[src/hw/rtl/brs_pkg.sv]
// Shared constants and helpers for the bilinear resize sampler.
// No dependencies; used by every module of the block.
package brs_pkg;

  localparam int unsigned MAX_SRC_WIDTH  = 256;
  localparam int unsigned MAX_SRC_HEIGHT = 256;
  localparam int unsigned FRAC_BITS      = 12;

  localparam int unsigned CoordW  = 12;                 // row / col width
  localparam int unsigned SrcRegW = 9;                  // source size registers
  localparam int unsigned DstRegW = 13;                 // dest size registers
  localparam int unsigned ChanW   = 8;
  localparam int unsigned PixW    = 3 * ChanW;
  localparam int unsigned NumW    = 2 * CoordW;         // idx * (src-1)
  localparam int unsigned QuoW    = NumW + FRAC_BITS;   // quotient with fraction
  localparam int unsigned WgtW    = FRAC_BITS + 1;      // weight 0..1.0
  localparam int unsigned AddrW   = $clog2(MAX_SRC_WIDTH * MAX_SRC_HEIGHT);
  localparam int unsigned XW      = $clog2(MAX_SRC_WIDTH);
  localparam int unsigned YW      = $clog2(MAX_SRC_HEIGHT);

  typedef enum logic [1:0] {
    REG_SRC_WIDTH  = 2'd0,
    REG_SRC_HEIGHT = 2'd1,
    REG_DST_WIDTH  = 2'd2,
    REG_DST_HEIGHT = 2'd3
  } reg_idx_e;

  typedef enum logic [2:0] {
    ST_IDLE,
    ST_DIV,
    ST_READ,
    ST_BLEND,
    ST_OUT
  } state_e;

  typedef struct packed {
    logic             we;
    logic             re;
    logic [AddrW-1:0] addr;
  } store_ctl_t;

  function automatic logic [AddrW-1:0] pix_addr(input logic [YW-1:0] y,
                                                input logic [XW-1:0] x);
    logic [AddrW-1:0] a;
    a = AddrW'(AddrW'(y) * AddrW'(MAX_SRC_WIDTH) + AddrW'(x));
    return a;
  endfunction

  function automatic logic [DstRegW-1:0] clamp_size(input logic [SrcRegW-1:0] v,
                                                    input int unsigned maxv);
    logic [DstRegW-1:0] r;
    if (v == '0) r = DstRegW'(1);
    else if (DstRegW'(v) > DstRegW'(maxv)) r = DstRegW'(maxv);
    else r = DstRegW'(v);
    return r;
  endfunction

endpackage

[src/hw/rtl/brs_div.sv]
// Bit-serial restoring divider: one quotient bit per cycle.
// Depends on brs_pkg.
module brs_div (
  input  logic                        clk_i,
  input  logic                        rst_ni,
  input  logic                        start_i,
  input  logic [brs_pkg::NumW-1:0]    num_i,
  input  logic [brs_pkg::DstRegW-1:0] den_i,
  output logic                        done_o,
  output logic [brs_pkg::QuoW-1:0]    quo_o
);

  localparam int unsigned CntW = $clog2(brs_pkg::QuoW + 1);

  logic [brs_pkg::QuoW-1:0]    dvd_q, dvd_d;
  logic [brs_pkg::DstRegW-1:0] rem_q, rem_d, den_q;
  logic [CntW-1:0]             cnt_q, cnt_d;
  logic                        run_q, run_d, done_q, done_d;
  logic [brs_pkg::DstRegW:0]   trial;
  logic                        qbit;

  always_comb begin
    trial = {rem_q, dvd_q[brs_pkg::QuoW-1]};
    qbit  = (trial >= {1'b0, den_q});
    dvd_d  = dvd_q;
    rem_d  = rem_q;
    cnt_d  = cnt_q;
    run_d  = run_q;
    done_d = 1'b0;
    if (start_i) begin
      dvd_d = {num_i, {brs_pkg::FRAC_BITS{1'b0}}};
      rem_d = '0;
      cnt_d = '0;
      run_d = 1'b1;
    end else if (run_q) begin
      dvd_d = {dvd_q[brs_pkg::QuoW-2:0], qbit};
      rem_d = qbit ? brs_pkg::DstRegW'(trial - {1'b0, den_q})
                   : trial[brs_pkg::DstRegW-1:0];
      cnt_d = cnt_q + 1'b1;
      if (cnt_q == CntW'(brs_pkg::QuoW - 1)) begin
        run_d  = 1'b0;
        done_d = 1'b1;
      end
    end
  end

  always_ff @(posedge clk_i or negedge rst_ni) begin
    if (!rst_ni) begin
      run_q  <= 1'b0;
      done_q <= 1'b0;
      cnt_q  <= '0;
    end else begin
      run_q  <= run_d;
      done_q <= done_d;
      cnt_q  <= cnt_d;
    end
  end

  always_ff @(posedge clk_i) begin
    dvd_q <= dvd_d;
    rem_q <= rem_d;
    if (start_i) den_q <= den_i;
  end

  assign done_o = done_q;
  assign quo_o  = dvd_q;

endmodule

[config.mk]
export PLATFORM = sky130hd
export DESIGN_NAME = brs_div
export DESIGN_NICKNAME = d
export VERILOG_FILES = /design/src/hw/rtl/brs_pkg.sv /design/src/hw/rtl/brs_div.sv
export SDC_FILE = /design/constraint.sdc
export NUM_CORES = 1
export LEC_CHECK = 0
export CAP_MARGIN = 20
export CELL_PAD_IN_SITES_DETAIL_PLACEMENT = 0
export CELL_PAD_IN_SITES_GLOBAL_PLACEMENT = 2
export CORE_MARGIN = 8
export CORE_UTILIZATION = 40
export DETAILED_ROUTE_END_ITERATION = 16
export DONT_BUFFER_PORTS = 1
export PLACE_DENSITY_LB_ADDON = 0.25
export SLEW_MARGIN = 20
export SYNTH_ARGS = -nofsm -noshare
export SYNTH_HDL_FRONTEND = slang
export SYNTH_SLANG_ARGS = --single-unit
[constraint.sdc]
create_clock -name clk_i -period 3 [get_ports clk_i]
set_clock_uncertainty 0.1 [all_clocks]
set_input_delay 0.45 -clock clk_i [delete_from_list [all_inputs] [get_ports clk_i]]
set_output_delay 0.45 -clock clk_i [all_outputs]
set_load 0.01 [all_outputs]
==> flow_summary.ini <==
[status]
outcome = finished, final reports clean

[power_and_ir_drop]
power_frac_comb = 0.320
power_switching_share = 0.354
p_seq_frac = 0.430
powerDensity_nw_per_um2 = 812
leakagePower_nw = 1.59
intPower_mw = 1.94
power.switching_mw = 1.07
pwr-share-clk = 0.250
ir_drop_uv = 278

[floorplan]
dieArea_um2 = 11700
fp-row-count = 33
ios = 77
initial_core_util = 0.413
design.core.area_um2 = 8260
fp.dieW_um = 108
die_y_um = 108

[synth]
synth.distinct_cells = 49
syn_avg_cell_area_um2 = 10.8
ys_ff_latch = 70
synth_edf_count = 37
syn-instance-count = 315
synthArstFlopShare = 0.114
synth-seq-area-share = 0.531
synth_nets = 370
syn_area_um2 = 3410
yosys_warnings = 0
synth_flop_cell = edfxtp_1

[flow_run]
cap_violations = 0

[timing]
finalSetupTns_ns = 0
rsz0062_at_grt = false
hold_violations = 0
setup_viol = 0
worst_slew_pin_slew_ns = 0.931
min_period_over_period = 0.925
drv_slew = 0
period_minus_slack_ns = 2.77
relSlewSlack = 0.379
max_freq_mhz = 361
hold_slack_ns = 0.0854

[cts]
cts_buffer_depth = 2
cts_buffers = 9
cts_num_sinks = 70
clk_latency_ns = 0.34
cts_tree = built
postCtsSetupBuffers = 0
h-tree-depth = 3
cts-root-buf = clkbuf_8
path_clk_slew_ns = 0.08

[worst_setup_path]
critPathKind = flop to flop
reg2reg_to = rem_q[8]$_SDFFE_PP0P_
cp_max_fo = 7
r2r_slack_ns = 0.23
r2r-start = quo_o[35]$_DFFE_PP_
worst_setup_path_end_kind = flop
critical_path_required_ns = 3.15
crit_path_start_kind = flop
critPathArrivalTime_ns = 2.92
rr_worst_depth = 11

[detailed_routing]
viasPerCell = 5.52
postRouteAntennaNets = 0
drc = 0
totalWireLength_um = 7770
num_vias = 2336
dr.first_iter.drc_count = 150
wl_per_cell_um = 18.4
dr.pass1.iters = 4

[grt]
grt.total_usage = 0.132
grt_max_degree = 71
grt_pass1_wl_um = 12100
first_global_vias = 2310
antenna_found_initial = 0
overflow = 0

[hold_path]
hold_end = cnt_q[4]$_DFFE_PN0P_
min_path_cells = 1
min_from = start_i
hp-class = input port to flop

[placed_design]
gp_congestion = 0.723
place_hpwl_um = 5420
port_buffers = 0

[final_layout]
nFillCells = 806
regArea_um2 = 1810
diodes = 0
multi_input_area_um2 = 1460
drive_gt1_frac = 0.0849
nNetsFinal = 368
area_growth_pct = 8.66
fin_util = 0.449
[sequential cells by signal, indices dropped and copies added (netlist names)]
| name | cells |
|---|---|
| quo_o | 36 |
| rem_q | 13 |
| den_q | 13 |
| run_q | 1 |
| cnt_q | 6 |
| done_o | 1 |
[worst max path at each step]
stage / from / end / slack [ns] / depth (start not counted)
global route: quo_o[35]$_DFFE_PP_ / rem_q[3]$_SDFFE_PP0P_ / 0.04 / 11
global placement: quo_o[35]$_DFFE_PP_ / rem_q[8]$_SDFFE_PP0P_ / 0.35 / 11
floorplan: quo_o[35]$_DFFE_PP_ / rem_q[12]$_SDFFE_PP0P_ / 0.60 / 10
finish: quo_o[35]$_DFFE_PP_ / rem_q[8]$_SDFFE_PP0P_ / 0.23 / 11
CTS: quo_o[35]$_DFFE_PP_ / rem_q[3]$_SDFFE_PP0P_ / 0.21 / 11
detailed placement: quo_o[35]$_DFFE_PP_ / rem_q[3]$_SDFFE_PP0P_ / 0.23 / 11
[per-stage QoR]
step / worst slack (ns) / power [mW] / std cells / area, µm²
floorplan: 0.600 / 2.07 / 315 / 3410
global placement: 0.351 / 2.28 / 406 / 3490
detailed placement: 0.230 / 2.27 / 406 / 3490
CTS: 0.212 / 3.05 / 423 / 3700
global route: 0.0446 / 3.23 / 423 / 3710
finish: 0.226 / 3.01 / 423 / 3710
[power groups by stage]
stage               clock network [mW]  registers, mW  logic, mW
floorplan                            0           1.27      0.794
global placement                     0           1.32      0.961
detailed placement                   0           1.32      0.954
CTS                              0.788           1.30      0.964
global route                     0.833           1.31       1.08
finish                           0.753           1.29      0.962
[layout by cell type, fill, tap and decap left out, types with 8 or more instances in the layout]
master and n:
ha_1 14, o21ai_0 13, a311oi_1 8, clkbuf_8 10, mux2i_1 12, dfrtp_1 8
nand2_1 23, a21o_1 9, a21oi_1 13, edfxtp_1 37, nor2_1 33, inv_1 19
a22o_1 23, dfxtp_1 25
[critical path, cell delays in order (launching register included)]
cell,delay (ns)
edfxtp_1,0.48
inv_1,0.09
ha_1,0.16
inv_1,0.05
fa_1,0.42
a21oi_1,0.13
or3b_2,0.15
a31oi_4,0.09
nor2_1,0.45
buf_4,0.25
nand2_1,0.07
a311oi_1,0.25
[cell type report]
cell class	count	share of cell area
repair buffers	4	0.00878
flip-flops and latches	70	0.489
well taps	105	0.0354
multi-input cells	209	0.393
clock buffers	11	0.0439
clock inverters	5	0.0105
inverters	19	0.0192
[Yosys cell counts (2+ instances only)]
master | instances | area share
a21o_1 | 9 | 0.020
a32oi_1 | 2 | 0.0051
nor3_1 | 2 | 0.0029
mux2i_1 | 12 | 0.035
a211o_1 | 2 | 0.0051
buf_2 | 2 | 0.0029
inv_1 | 19 | 0.021
edfxtp_1 | 37 | 0.33
xnor2_1 | 7 | 0.018
or3b_2 | 2 | 0.0051
clkbuf_1 | 12 | 0.013
buf_1 | 2 | 0.0022
dfrtp_1 | 8 | 0.059
dfxtp_1 | 25 | 0.15
nand4_1 | 3 | 0.0055
nand2_1 | 23 | 0.025
xor2_1 | 4 | 0.010
a311oi_1 | 8 | 0.021
ha_1 | 14 | 0.051
nand3_1 | 5 | 0.0073
nor2b_1 | 4 | 0.0073
a22o_1 | 23 | 0.059
nor2_1 | 33 | 0.036
a211oi_1 | 5 | 0.011
nand2b_1 | 2 | 0.0037
or3_1 | 2 | 0.0037
o21ai_0 | 13 | 0.019
a21oi_1 | 13 | 0.019
o211ai_1 | 2 | 0.0044
[per-layer routing]
| layer | wire length [µm] | vias to the layer above | global-route usage |
|---|---|---|---|
| met3 | 407 | 4 | 0.0518 |
| met5 | 0 | - | 0 |
| met2 | 3950 | 49 | 0.218 |
| li1 | - | 1161 | - |
| met1 | 3360 | 1122 | 0.157 |
| met4 | 51 | 0 | 0.0352 |
[cell families after synthesis]
| logic type | Yosys count | share of synthesized area |
|---|---|---|
| AO/OA/AOI/OAI | 86 | 0.188 |
| flip-flops | 70 | 0.531 |
| buffers and inverters | 36 | 0.0426 |
| XOR/XNOR | 11 | 0.0282 |
| adder cells (fa/ha/maj) | 15 | 0.0572 |
| AND/OR/NAND/NOR | 85 | 0.117 |
| multiplexers | 12 | 0.0352 |
[timing repair]
action                                  in CTS  in global routing
hold buffers                                 1                  0
endpoints found under the hold margin        8                  0
gates resized for setup                      0                  1
endpoints found under the setup margin       0                  1
No activity file was read; power rests on OpenSTA's default activity.
